==> src/hw/rtl/assert_macros.svh <==
// ---------------------------------------------------------------------------
// assert_macros.svh
// concurrent assertion helpers shared by the decoder modules
// ---------------------------------------------------------------------------
`ifndef ASSERT_MACROS_SVH
`define ASSERT_MACROS_SVH

// same-cycle implication, checked on every rising clock outside reset
`define BFCD_ASSERT_NOW(name, ante, cons, msg) \
  name: assert property (@(posedge clk_i) disable iff (!rst_ni) (ante) |-> (cons)) \
    else $error(msg);

// next-cycle implication, checked on every rising clock outside reset
`define BFCD_ASSERT_NEXT(name, ante, cons, msg) \
  name: assert property (@(posedge clk_i) disable iff (!rst_ni) (ante) |=> (cons)) \
    else $error(msg);

`endif

==> src/hw/rtl/bfcd_pkg.sv <==
// ---------------------------------------------------------------------------
// bfcd_pkg
// shared types and constants of the banked flash command decoder
// ---------------------------------------------------------------------------
package bfcd_pkg;

  localparam int unsigned OffsetW     = 19;
  localparam int unsigned DataW       = 8;
  localparam int unsigned AddrW       = 20;
  localparam int unsigned SectorBytes = 4096;
  localparam int unsigned SectorBits  = $clog2(SectorBytes);

  localparam int unsigned InDataW  = 32;
  localparam int unsigned OutDataW = 32;
  localparam int unsigned OpW      = 3;

  // short queue between front and back
  localparam int unsigned QDepth = 2;
  localparam int unsigned QPtrW  = $clog2(QDepth);
  localparam int unsigned QCntW  = $clog2(QDepth + 1);

  localparam logic [OffsetW-1:0] AddrUnlockA = OffsetW'(20'h05555);
  localparam logic [OffsetW-1:0] AddrUnlockB = OffsetW'(20'h02AAA);

  localparam logic [DataW-1:0] CmdUnlock1 = 8'hAA;
  localparam logic [DataW-1:0] CmdUnlock2 = 8'h55;
  localparam logic [DataW-1:0] CmdProgram = 8'hA0;
  localparam logic [DataW-1:0] CmdErase   = 8'h80;
  localparam logic [DataW-1:0] CmdSector  = 8'h30;
  localparam logic [DataW-1:0] CmdReset   = 8'hF0;

  localparam logic [DataW-1:0] BankLow  = 8'h84;
  localparam logic [DataW-1:0] BankMid  = 8'h86;
  localparam logic [DataW-1:0] BankBoot = 8'h87;

  // upper two address bits of each bank base (0x00000, 0x80000, 0xC0000)
  localparam logic [1:0] BaseHiLow  = 2'b00;
  localparam logic [1:0] BaseHiMid  = 2'b10;
  localparam logic [1:0] BaseHiBoot = 2'b11;

  typedef enum logic [OpW-1:0] {
    OP_NONE  = 3'd0,
    OP_PROG  = 3'd1,
    OP_ERASE = 3'd2,
    OP_RESET = 3'd3,
    OP_ABORT = 3'd4
  } op_e;

  // classified request handed from front to back
  typedef struct packed {
    op_e                op;
    logic               window;
    logic [1:0]         base_hi;
    logic [OffsetW-1:0] offset;
    logic [DataW-1:0]   pdata;
    logic               bank_valid;
  } cmd_t;

endpackage

==> src/hw/rtl/bfcd_front.sv <==
// ---------------------------------------------------------------------------
// bfcd_front
// accepts bus writes, tracks bank and unlock sequence, classifies requests
// ---------------------------------------------------------------------------
`include "assert_macros.svh"

module bfcd_front (
  input  logic                     clk_i,
  input  logic                     rst_ni,
  input  logic                     req_valid_i,
  output logic                     req_ready_o,
  input  logic                     func_i,
  input  logic [bfcd_pkg::OffsetW-1:0] offset_i,
  input  logic [bfcd_pkg::DataW-1:0]   data_i,
  input  logic                     q_full_i,
  output logic                     push_o,
  output bfcd_pkg::cmd_t           cmd_o
);
  import bfcd_pkg::*;

  typedef enum logic [2:0] {
    ST_IDLE,
    ST_U1,
    ST_U2,
    ST_PROG,
    ST_E1,
    ST_E2,
    ST_E3
  } seq_e;

  seq_e             state_q, state_d;
  logic [DataW-1:0] bank_q, bank_d;
  logic             accept;
  logic             at_a, at_b;
  op_e              op;

  assign req_ready_o = !q_full_i;
  assign accept      = req_valid_i && req_ready_o;
  assign push_o      = accept;

  assign at_a = (offset_i == AddrUnlockA);
  assign at_b = (offset_i == AddrUnlockB);

  always_comb begin
    state_d = state_q;
    bank_d  = bank_q;
    op      = OP_NONE;
    if (func_i) begin
      bank_d = data_i;
    end else if (state_q == ST_PROG) begin
      op      = OP_PROG;
      state_d = ST_IDLE;
    end else if (data_i == CmdReset) begin
      op      = OP_RESET;
      state_d = ST_IDLE;
    end else begin
      state_d = ST_IDLE;
      unique case (state_q)
        ST_IDLE: begin
          if (at_a && data_i == CmdUnlock1) state_d = ST_U1;
        end
        ST_U1: begin
          if (at_b && data_i == CmdUnlock2) state_d = ST_U2;
          else op = OP_ABORT;
        end
        ST_U2: begin
          if (at_a && data_i == CmdProgram) state_d = ST_PROG;
          else if (at_a && data_i == CmdErase) state_d = ST_E1;
          else op = OP_ABORT;
        end
        ST_E1: begin
          if (at_a && data_i == CmdUnlock1) state_d = ST_E2;
          else op = OP_ABORT;
        end
        ST_E2: begin
          if (at_b && data_i == CmdUnlock2) state_d = ST_E3;
          else op = OP_ABORT;
        end
        ST_E3: begin
          if (data_i == CmdSector) op = OP_ERASE;
          else op = OP_ABORT;
        end
        default: op = OP_ABORT;
      endcase
    end
  end

  always_comb begin
    cmd_o.op         = op;
    cmd_o.window     = !func_i;
    cmd_o.offset     = offset_i;
    cmd_o.pdata      = (op == OP_PROG) ? data_i : '0;
    cmd_o.bank_valid = (bank_d == BankLow) || (bank_d == BankMid) || (bank_d == BankBoot);
    case (bank_q)
      BankMid:  cmd_o.base_hi = BaseHiMid;
      BankBoot: cmd_o.base_hi = BaseHiBoot;
      default:  cmd_o.base_hi = BaseHiLow;
    endcase
  end

  always_ff @(posedge clk_i or negedge rst_ni) begin
    if (!rst_ni) begin
      state_q <= ST_IDLE;
      bank_q  <= BankBoot;
    end else if (accept) begin
      state_q <= state_d;
      bank_q  <= bank_d;
    end
  end

  // a window write in the program-data state always ends the sequence
  `BFCD_ASSERT_NEXT(a_prog_ends, accept && !func_i && state_q == ST_PROG,
                    state_q == ST_IDLE, "program state did not return to idle")

  // bank writes never move the unlock sequence
  `BFCD_ASSERT_NEXT(a_bank_keeps_seq, accept && func_i,
                    state_q == $past(state_q), "bank write changed sequence state")

endmodule

==> src/hw/rtl/bfcd_queue.sv <==
// ---------------------------------------------------------------------------
// bfcd_queue
// short register queue between front and back
// ---------------------------------------------------------------------------
`include "assert_macros.svh"

module bfcd_queue (
  input  logic           clk_i,
  input  logic           rst_ni,
  input  logic           push_i,
  input  bfcd_pkg::cmd_t push_cmd_i,
  output logic           full_o,
  input  logic           pop_i,
  output logic           valid_o,
  output bfcd_pkg::cmd_t pop_cmd_o
);
  import bfcd_pkg::*;

  cmd_t             mem_q [QDepth];
  logic [QPtrW-1:0] wr_ptr_q, rd_ptr_q;
  logic [QCntW-1:0] cnt_q;

  assign full_o    = (cnt_q == QCntW'(QDepth));
  assign valid_o   = (cnt_q != '0);
  assign pop_cmd_o = mem_q[rd_ptr_q];

  always_ff @(posedge clk_i) begin
    if (push_i) mem_q[wr_ptr_q] <= push_cmd_i;
  end

  always_ff @(posedge clk_i or negedge rst_ni) begin
    if (!rst_ni) begin
      wr_ptr_q <= '0;
      rd_ptr_q <= '0;
      cnt_q    <= '0;
    end else begin
      if (push_i) begin
        wr_ptr_q <= (wr_ptr_q == QPtrW'(QDepth - 1)) ? '0 : wr_ptr_q + 1'b1;
      end
      if (pop_i) begin
        rd_ptr_q <= (rd_ptr_q == QPtrW'(QDepth - 1)) ? '0 : rd_ptr_q + 1'b1;
      end
      if (push_i && !pop_i) cnt_q <= cnt_q + 1'b1;
      else if (pop_i && !push_i) cnt_q <= cnt_q - 1'b1;
    end
  end

  `BFCD_ASSERT_NOW(a_no_overflow, push_i, !full_o, "push into full queue")
  `BFCD_ASSERT_NOW(a_no_underflow, pop_i, valid_o, "pop from empty queue")

endmodule

==> src/hw/rtl/bfcd_back.sv <==
// ---------------------------------------------------------------------------
// bfcd_back
// forms physical addresses and holds the result register
// ---------------------------------------------------------------------------
`include "assert_macros.svh"

module bfcd_back (
  input  logic                    clk_i,
  input  logic                    rst_ni,
  input  logic                    q_valid_i,
  input  bfcd_pkg::cmd_t          cmd_i,
  output logic                    pop_o,
  output logic                    res_valid_o,
  input  logic                    res_ready_i,
  output bfcd_pkg::op_e           res_op_o,
  output logic [bfcd_pkg::AddrW-1:0] res_addr_o,
  output logic [bfcd_pkg::DataW-1:0] res_pdata_o,
  output logic                    res_bank_valid_o
);
  import bfcd_pkg::*;

  logic             valid_q;
  op_e              op_q;
  logic [AddrW-1:0] addr_q, addr_d, sum;
  logic [DataW-1:0] pdata_q;
  logic             bank_valid_q;
  logic             load;

  assign load  = q_valid_i && (!valid_q || res_ready_i);
  assign pop_o = load;

  // base + offset wraps at the address width
  assign sum = {cmd_i.base_hi, {(AddrW-2){1'b0}}} + {1'b0, cmd_i.offset};

  always_comb begin
    if (!cmd_i.window) addr_d = '0;
    else if (cmd_i.op == OP_ERASE) addr_d = {sum[AddrW-1:SectorBits], {SectorBits{1'b0}}};
    else addr_d = sum;
  end

  always_ff @(posedge clk_i or negedge rst_ni) begin
    if (!rst_ni) begin
      valid_q <= 1'b0;
    end else if (load) begin
      valid_q <= 1'b1;
    end else if (res_ready_i) begin
      valid_q <= 1'b0;
    end
  end

  always_ff @(posedge clk_i) begin
    if (load) begin
      op_q         <= cmd_i.op;
      addr_q       <= addr_d;
      pdata_q      <= cmd_i.pdata;
      bank_valid_q <= cmd_i.bank_valid;
    end
  end

  assign res_valid_o      = valid_q;
  assign res_op_o         = op_q;
  assign res_addr_o       = addr_q;
  assign res_pdata_o      = pdata_q;
  assign res_bank_valid_o = bank_valid_q;

  // erase results always point at a sector boundary
  `BFCD_ASSERT_NOW(a_erase_aligned, valid_q && op_q == OP_ERASE,
                   addr_q[SectorBits-1:0] == '0, "erase address not sector aligned")

endmodule

==> src/hw/rtl/banked_flash_command_decoder_top.sv <==
// ---------------------------------------------------------------------------
// banked_flash_command_decoder_top
// decodes bus writes into program, erase and reset requests on a banked flash
// ---------------------------------------------------------------------------
// usage
//   slave channel: one bus write per request; tuser selects a bank register
//   write (1) or a flash window write (0), tdata carries offset and byte
//   master channel: one result per accepted request; tuser holds the
//   operation code, tdata the physical address, program byte and bank flag
//   path: an accepted request is written into the queue, then loaded into the result register
//   throughput: one request per clock while the receiver keeps tready high;
//   the sequence state machine in the front decides each write combinationally
//   and the address adder in the back forms the physical address combinationally
//   reset: sequence returns to idle, current bank becomes the boot bank
//   (0x87), the queue and result register empty
//   stall: while the receiver holds tready low the result register holds,
//   the two-entry queue keeps taking requests, and tready on the slave side
//   drops only once the queue is full
// ---------------------------------------------------------------------------
module banked_flash_command_decoder_top (
  input  logic        clk_i,
  input  logic        rst_ni,
  // request side
  input  logic        s_axis_tvalid,
  output logic        s_axis_tready,
  input  logic [31:0] s_axis_tdata,   // [18:0] offset, [26:19] data, [31:27] zero
  input  logic [0:0]  s_axis_tuser,   // [0] func
  // result side
  output logic        m_axis_tvalid,
  input  logic        m_axis_tready,
  output logic [31:0] m_axis_tdata,   // [19:0] phys_address, [27:20] program_data,
                                      // [28] bank_valid, [31:29] zero
  output logic [2:0]  m_axis_tuser    // [2:0] operation
);
  import bfcd_pkg::*;

  // front to queue
  logic push, q_full;
  cmd_t front_cmd;

  // queue to back
  logic q_valid, pop;
  cmd_t q_cmd;

  // result register contents
  op_e              res_op;
  logic [AddrW-1:0] res_addr;
  logic [DataW-1:0] res_pdata;
  logic             res_bank_valid;

  // front: bank register and unlock sequence
  bfcd_front u_front (
    .clk_i       (clk_i),
    .rst_ni      (rst_ni),
    .req_valid_i (s_axis_tvalid),
    .req_ready_o (s_axis_tready),
    .func_i      (s_axis_tuser[0]),
    .offset_i    (s_axis_tdata[OffsetW-1:0]),
    .data_i      (s_axis_tdata[OffsetW+DataW-1:OffsetW]),
    .q_full_i    (q_full),
    .push_o      (push),
    .cmd_o       (front_cmd)
  );

  // queue lets the front keep accepting while the receiver stalls
  bfcd_queue u_queue (
    .clk_i      (clk_i),
    .rst_ni     (rst_ni),
    .push_i     (push),
    .push_cmd_i (front_cmd),
    .full_o     (q_full),
    .pop_i      (pop),
    .valid_o    (q_valid),
    .pop_cmd_o  (q_cmd)
  );

  // back: address forming and result register
  bfcd_back u_back (
    .clk_i            (clk_i),
    .rst_ni           (rst_ni),
    .q_valid_i        (q_valid),
    .cmd_i            (q_cmd),
    .pop_o            (pop),
    .res_valid_o      (m_axis_tvalid),
    .res_ready_i      (m_axis_tready),
    .res_op_o         (res_op),
    .res_addr_o       (res_addr),
    .res_pdata_o      (res_pdata),
    .res_bank_valid_o (res_bank_valid)
  );

  // pack result fields from the lowest bit up, zero fill to 32 bits
  assign m_axis_tdata = {(OutDataW-AddrW-DataW-1)'(0), res_bank_valid, res_pdata, res_addr};
  assign m_axis_tuser = res_op;

endmodule
==> config.mk <==
export PLATFORM = sky130hd
export DESIGN_NAME = banked_flash_command_decoder_top
export DESIGN_NICKNAME = d
export VERILOG_FILES = /design/src/hw/rtl/bfcd_pkg.sv /design/src/hw/rtl/bfcd_front.sv /design/src/hw/rtl/bfcd_queue.sv /design/src/hw/rtl/bfcd_back.sv /design/src/hw/rtl/banked_flash_command_decoder_top.sv
export VERILOG_INCLUDE_DIRS = /design/src /design/src/hw/rtl
export SDC_FILE = /design/constraint.sdc
export NUM_CORES = 1
export LEC_CHECK = 0
export CORE_ASPECT_RATIO = 0.8
export CORE_UTILIZATION = 62
export CTS_CLUSTER_DIAMETER = 80
export DETAILED_ROUTE_END_ITERATION = 8
export DONT_BUFFER_PORTS = 1
export PLACE_DENSITY = 0.78
export SLEW_MARGIN = 20
export SYNTH_ARGS = -nofsm -noshare
export SYNTH_HDL_FRONTEND = slang
export SYNTH_SLANG_ARGS = --single-unit
==> constraint.sdc <==
create_clock -name clk_i -period 2.8 [get_ports clk_i]
set_input_delay 0.28 -clock clk_i [delete_from_list [all_inputs] [get_ports clk_i]]
set_output_delay 0.28 -clock clk_i [all_outputs]
set_load 0.01 [all_outputs]
== Yosys cells after proc, flatten, opt, wreduce, memory -nomap -nowiden ==
Memories as Yosys holds them, arrays and structs flattened.
Cells that the tools add are included.
Storage, ports and cells
  bits in writable memories: 68
  output and inout port bits: 37
  memories: 1
  input bits: 37
  bits in registers: 48
  word-level logic and storage cells: 93
Cells by class
  equal/unequal tests: 22
  $add $sub $neg: 5
  multiplexer cells: 29
  bitwise operators: 2
  reduce and logical (&&, ||, !) cells: 23
Memories
  u_queue.mem_q: words 2, bits a word 34, rd ports 1, clocked after Yosys merged registers in 0, write ports 1, RTL line bfcd_queue.sv:19  | cmd_t mem_q [QDepth];
Operators with widths (count)
  equality test 8 bit, second input constant: 9
  2-to-1 mux 3 bit: 14
  one-hot mux 3 bit (5 select lines): 2
  adder 20 x 19 -> 20 bit: 1
  equality test 19 x 14 -> 1 bit, second input constant: 1
  equality test 19 x 15 -> 1 bit, second input constant: 1
  2-to-1 mux 8 bit: 2
  equality test 3 x 2 -> 1 bit, second input constant: 3
  equality test 3 bit, second input constant: 3
  equality test 8 x 6 -> 1 bit, second input constant: 1
  equality test 8 x 7 -> 1 bit, second input constant: 1
  logical AND 1 bit: 8
  2-to-1 mux 1 bit: 7
  equality test 3 x 1 -> 1 bit, second input constant: 2
  2-to-1 mux 2 bit: 3
  nonzero test 2 bit: 3
  logical NOT 1 bit: 5
  one-hot mux 2 bit (2 select lines): 1
  OR reduction 2 bit: 2
  logical NOT 3 bit: 1
  logical OR 1 bit: 3
  adder 1 bit, second input constant: 2
  adder 2 x 1 -> 2 bit, second input constant: 1
  equality test 2 bit, second input constant: 1
  3 further kinds: 4

== Logic depth before layout (Yosys ltp) ==
Gate-level depths: netlist (run 1).
  word-level depth: 10
  depth in mapped cells: 7

== By module ==
From an unflattened synthesis (run 1), not the netlist that was laid out.
Second synthesis, totals
  cells, all modules: 308
  area total of the unflattened synthesis: 5048.6 µm²
By module, submodules not included
  bfcd_queue: cells an instance 122, area each 2793.9 µm², instances 1
  bfcd_back: cells an instance 62, area each 1181.1 µm², instances 1
  bfcd_front: cells an instance 119, area each 1039.7 µm², instances 1
  banked_flash_command_decoder_top: cells an instance 5, area each 33.8 µm², instances 1

== Worst setup path after synthesis (run 1) ==
No wires, ideal clock.
  path type: flip-flop to flip-flop
  start: reg u_queue.cnt_q[0]
  end: mem u_queue.mem_q[0][0] (netlist name) (enable)
  cell stages (with the launch flop): 4
  data required time: 2.375 ns
  path buffers: 0
  data arrival time: 2.183 ns
  period minus slack after synthesis: 2.608 ns
  setup slack: 0.192 ns
  path through: dfrtp_1 -> nand2b_1 -> nand2_1 -> nor2_1
On the way
  longest elaborated chain between the ends: 5
RTL lines
  from (decl): RTL line bfcd_queue.sv:21  | logic [QCntW-1:0] cnt_q;
  from (signal assigned): RTL line bfcd_queue.sv:43  | if (push_i && !pop_i) cnt_q <= cnt_q + 1'b1;
  from (signal assigned): RTL line bfcd_queue.sv:44  | else if (pop_i && !push_i) cnt_q <= cnt_q - 1'b1;
  equality test 2 bit: RTL line bfcd_queue.sv:23  | assign full_o = (cnt_q == QCntW'(QDepth));
  logical NOT 1 bit: RTL line bfcd_front.sv:37  | assign req_ready_o = !q_full_i;
  via s_axis_tready: RTL line banked_flash_command_decoder_top.sv:25  | output logic s_axis_tready,
  logical AND 1 bit: RTL line bfcd_front.sv:38  | assign accept = req_valid_i && req_ready_o;
  2-to-1 mux 1 bit: RTL line bfcd_queue.sv:28  | if (push_i) mem_q[wr_ptr_q] <= push_cmd_i;
  2-to-1 mux 1 bit (not written as such): RTL line bfcd_queue.sv:28
  to (decl): RTL line bfcd_queue.sv:19
The timed path passes the listed nets, and every way through them passes these cells.

==> results of run 1 <==
-- how the worst max path moves through the flow --
| stage | start | end | cells past startpoint |
|---|---|---|---|
| final | u_front.state_q[1] | u_queue.mem_q[1][33] | 5 |
| after global routing | u_front.state_q[1] | u_queue.mem_q[1][33] | 5 |
| after CTS | u_front.state_q[1] | u_queue.mem_q[0][33] | 5 |
| after detailed placement | u_front.state_q[1] | u_queue.mem_q[1][33] | 5 |
| after global placement | u_front.state_q[1] | u_queue.mem_q[0][33] | 5 |
| after floorplan | u_queue.cnt_q[0] | u_queue.mem_q[0][0] | 3 |
-- area by class of cell --
cell class                 instances  area share [%]
sequential                       116            60.8
multi-input combinational        156            20.5
clock buffer                      18            7.46
timing repair buffer              38            6.47
clock inverter                    13            2.43
tap                               87            1.94
inverter                           6           0.402
-- cells in the final DEF (no fill, tap or decap), types with 6 or more instances in the layout --
cell type,synthesis,final
mux2i_1,22,22
clkbuf_16,0,16
buf_4,4,7
mux2_1,6,6
edfxtp_1,100,100
inv_1,6,6
dlygate4sd3_1,0,31
and2_1,10,10
dfrtp_1,12,11
nor2_1,29,28
mux2_2,15,15
nand2_1,8,8
-- flip-flops by register name, summed over array words and instances, names as in the netlist --
name and flops:
u_queue.wr_ptr_q 1, u_back.res_bank_valid_o 1, u_queue.rd_ptr_q 1, u_back.res_pdata_o 8
u_queue.mem_q 68, u_back.res_op_o 3, u_back.res_addr_o 20, u_front.bank_q 8
u_back.res_valid_o 1, u_queue.cnt_q 2, u_front.state_q 3
-- where the power goes --
group / internal [mW] / total, mW / switching [mW]
Clock: 1.25 / 1.99 / 0.736
Sequential: 2.63 / 2.99 / 0.360
Combinational: 0.439 / 1.04 / 0.599
-- cell families after synthesis --
group	share of synthesized area, %
buffers and inverters	2.05
and+or+nand+nor	9.79
DFF	73.5
xor gates and xnor gates	1.13
adders and majority gates	0.539
AOI/OAI and AO/OA	3.10
other	0.0808
muxes	9.84
-- metal layers --
| metal | GRT usage, % | up-vias | part of all wire (%) | wire length, um |
|---|---|---|---|---|
| met5 | 0 | - | 0 | 0 |
| met4 | 13.6 | 0 | 1.2 | 110 |
| met3 | 9.81 | 15 | 7.9 | 698 |
| met2 | 41.7 | 119 | 49 | 4330 |
| met1 | 30.9 | 1237 | 42 | 3730 |
| li1 | - | 1188 | - | - |
-- stage by stage --
stage,cells,setup WS (ns),hold WS (ns)
CTS,434,0.763,0.000292
floorplan,292,0.192,-0.0156
global placement,372,0.816,-0.0152
detailed placement,372,0.768,-0.0153
finish,434,0.729,0.0123
global route,434,0.638,0.0101
==> results.tsv, run 1 <==
metric	value	unit
path_cells	nand2_1 -> or4b_1 -> o31a_1 -> a211oi_1 -> a2111oi_0	
drt-vias-per-instance	5.90	
drv_slew	0	
cp.required	3.03	ns
crit_arrival	2.30	ns
finalClockSkew	0.00719	ns
yosysTopAreaCell	edfxtp_1	
route.vias.total	2559	
critical_path_buf_inv_count	0	
drcViolationCount	0	
cpPeakStageDelay	0.55	ns
fmax	483	MHz
synth_flop_cell	edfxtp_1	
final_util	79.4	%
final.setup.tns	0	ns
end_kind	flop	
synthCells	290	
synth.area.top_cells	edfxtp_1 65%, dfrtp_1 6.5%, mux2i_1 4.7%	
htreeDepth	4	
holdPathEnd	u_queue.mem_q[1][2]	
drive_gt1_share	17.0	%
core	7060	sq um
tritoncts	done	
regToRegStartpoint	u_front.state_q[1]	
num_rows	27	
powerDensity	1070	nW/um^2
grtUsageTotal	25.9	%
ant_nets	0	
period_needed	2.07	ns
ys_types	46	
final_cell_area	5600	sq um
ys_ff_latch	116	
port_buffers	0	
yosysTopAreaCellShare	64.7	%
crit_family	simple AND/OR/NAND/NOR gates	
ctsRootBufferMaster	clkbuf_8	
max_slew_margin	50.2	%
start_util	65.7	%
die-area	7840	sq um
area_growth	20.8	%
fp.dieH	79.4	um
syn_area_per_cell	16.0	sq um
ir_drop	0.776	mV
multi_input_area	1150	sq um
setup_viol_count_final	0	
grt_setup_unrepaired	no	
yosysSeqAreaShare	73.5	%
io_pins	74	
synth_warnings	0	
post_cts.repair.setup_buffers	0	
hold_start	s_axis_tdata[20]	
yosys-top-cells-count	100 x edfxtp_1, 29 x nor2_1, 22 x mux2i_1	
ctsHoldBuffers	31	
syn_area	4640	sq um
n_antenna_cell	0	
worst_pin_slew	0.744	ns
p_leak	2.05	nW
worstReg2RegEnd	u_queue.mem_q[1][33]	
hold_violations	0	
total_power	6.02	mW
antenna_found_initial	0	
overflow	0	
ff2ff_path_depth	5	
grt_max_degree	35	
ys_async_sr_fraction	13.8	%
synth_most_common_cell	edfxtp_1	
nNetsFinal	374	
routed_wl	8870	um
cts_resized	0	
clk_pin_slew	0.06	ns
cts_buffer_depth	2	
dr.first_iter.drc_count	104	
regArea	3410	sq um
critical-path-slowest-cell	or4b_1	
cts_buffers	17	
reg2reg_slack	0.73	ns
startpoint_type	flop	
die_w	98.7	um
fin_crit_sh	74.0	%
crit_type	flop to flop	
cts.sinks	116	
wire_per_inst	20.4	um
placed_cell_area	4740	sq um
fillers	388	
hold_depth	1	
hp-class	input port to flop	
grt_pass1_wl	14100	um
status	finished, final reports clean	
hpwl	5250	um
drv_cap	0	
synth_edf_count	100	
clock_latency	0.52	ns
gp_congestion	0.854	
drt_pass1_iterations	4	
grt_pass1_vias	2736	
crit_path_max_fanout	9	
Power figures use the tool's default switching activity.
==> inputs of run 2 (changes only) <==
==> constraint.sdc (replaced) <==
create_clock -name clk_i -period 2.16 [get_ports clk_i]
set_input_delay 0.216 -clock clk_i [delete_from_list [all_inputs] [get_ports clk_i]]
set_output_delay 0.216 -clock clk_i [all_outputs]
set_load 0.01 [all_outputs]
==> run 2 against run 1 <==
  * First-iteration DRC count increased by 100%
  * Critical path depth did not move
  * Global-route usage is 0.89 points lower
  * Clock skew barely moved
  * Combinational power is 38% higher
  * Largest cell class unchanged
  * Largest power group unchanged
  * Highest routed layer unchanged
==> results.tsv, run 2 (synthesis results as in run 1) <==
metric	value	unit
grt_max_degree	35	
hp-class	input port to flop	
die-area	7840	sq um
final_cell_mix	100 x edfxtp_1, 31 x dlygate4sd3_1, 28 x nor2_1, 22 x mux2i_1, 16 x clkbuf_16	
wire_per_inst	20.5	um
drive_gt1_share	17.9	%
crit_family	compound AO/OA/AOI/OAI gates	
overflow	0	
drt_pass1_iterations	5	
grtUsageTotal	25.0	%
grt_pass1_vias	2561	
start_util	65.7	%
area_growth	21.9	%
cts_buffer_depth	2	
placed_cell_area	4790	sq um
dr.first_iter.drc_count	210	
crit_path_max_fanout	3	
core	7060	sq um
critical-path-slowest-cell	or4b_1	
ant_nets	0	
cp.required	2.38	ns
end_kind	flop	
cts.sinks	116	
critical_path_buf_inv_count	0	
gp_congestion	0.878	
n_antenna_cell	0	
grt_setup_unrepaired	no	
drv_cap	0	
route.vias.total	2633	
final_cell_area	5650	sq um
worst_pin_slew	0.696	ns
final.setup.tns	0	ns
clock_latency	0.51	ns
num_rows	27	
drcViolationCount	0	
antenna_found_initial	0	
fmax	516	MHz
path_cells	nand2_1 -> or4b_1 -> o31a_1 -> a211oi_1 -> a2111oi_0	
routed_wl	8960	um
powerDensity	1390	nW/um^2
port_buffers	0	
mostFrequentLayoutCell	edfxtp_1	
cts_resized	0	
cts_buffers	17	
startpoint_type	flop	
tritoncts	done	
fillers	370	
fin_crit_sh	89.7	%
period_needed	1.94	ns
drt-vias-per-instance	6.01	
regArea	3410	sq um
cpPeakStageDelay	0.55	ns
setup_viol_count_final	0	
drv_slew	0	
crit_type	flop to flop	
multi_input_area	1150	sq um
largest-register	u_queue.mem_q	
hold_violations	0	
io_pins	74	
grt_pass1_wl	13700	um
total_power	7.85	mW
hpwl	5110	um
fp.dieH	79.4	um
post_cts.repair.setup_buffers	0	
status	finished, final reports clean	
ctsRootBufferMaster	clkbuf_8	
max_slew_margin	52.4	%
nNetsFinal	377	
clk_pin_slew	0.05	ns
largest_reg_flops	68	
finalClockSkew	0.00680	ns
ir_drop	0.854	mV
p_leak	2.07	nW
die_w	98.7	um
htreeDepth	4	
crit_arrival	2.15	ns
## run 2: cell count changes in the layout (fill, tap and decap cells not counted), sizes merged
| cell | before | now |
|---|---|---|
| buf | 7 | 10 |
| clkinvlp | 5 | 7 |
| inv | 7 | 6 |
## run 2: per-layer routing
layer	GRT usage (%)	vias to the layer above	part of all wire, %
met5	0	-	0
met4	11.9	0	2.1
met3	9.02	20	7.9
met2	39.4	139	48
met1	31.4	1280	41
li1	-	1194	-
## run 2: layout make-up
cell class | instances | share of cell area [%]
well taps | 87 | 1.93
repair buffers | 41 | 7.26
multi-input cells | 156 | 20.3
inverters | 6 | 0.398
flip-flops and latches | 116 | 60.3
clock inverters | 14 | 2.46
clock buffers | 18 | 7.39
## run 2: timing repair
item | in CTS | in global routing
endpoints found under the hold margin | 91 | 0
hold buffers | 31 | 0
setup endpoints to repair | 0 | 0
## run 2: metrics by stage
stage / hold slack [ns] / std cells / setup WS (ns) / utilization, %
2_1_floorplan: -0.0796 / 292 / 0.111 / -
3_3_place_gp: -0.0792 / 375 / 0.344 / 67.8
3_5_place_dp: -0.0793 / 375 / 0.283 / 67.8
4_1_cts: 0.00254 / 438 / 0.264 / 80.1
5_1_grt: 0.0366 / 438 / 0.172 / 80.1
6_report: 0.0214 / 438 / 0.223 / 80.1
## run 2: path summary, 6_finish.rpt
check,start,slack [ns],endpoint,cells past startpoint
setup / recovery,u_front.state_q[1],0.22,u_queue.mem_q[0][33],5
hold / removal,s_axis_tuser,0.02,u_queue.mem_q[0][0],2
setup reg to reg,u_front.state_q[1],0.22,u_queue.mem_q[0][33],5
hold reg to reg,u_front.bank_q[3],0.49,u_front.bank_q[3],1
max in group asynchronous,rst_ni,1.46,u_queue.rd_ptr_q,1
min in group asynchronous,rst_ni,0.20,u_front.bank_q[6],1
## run 2: power by group
part / leakage, nW / internal [mW] / switching, mW
clock: 0.250 / 1.62 / 0.952
combinational: 0.688 / 0.618 / 0.820
sequential: 1.13 / 3.41 / 0.430
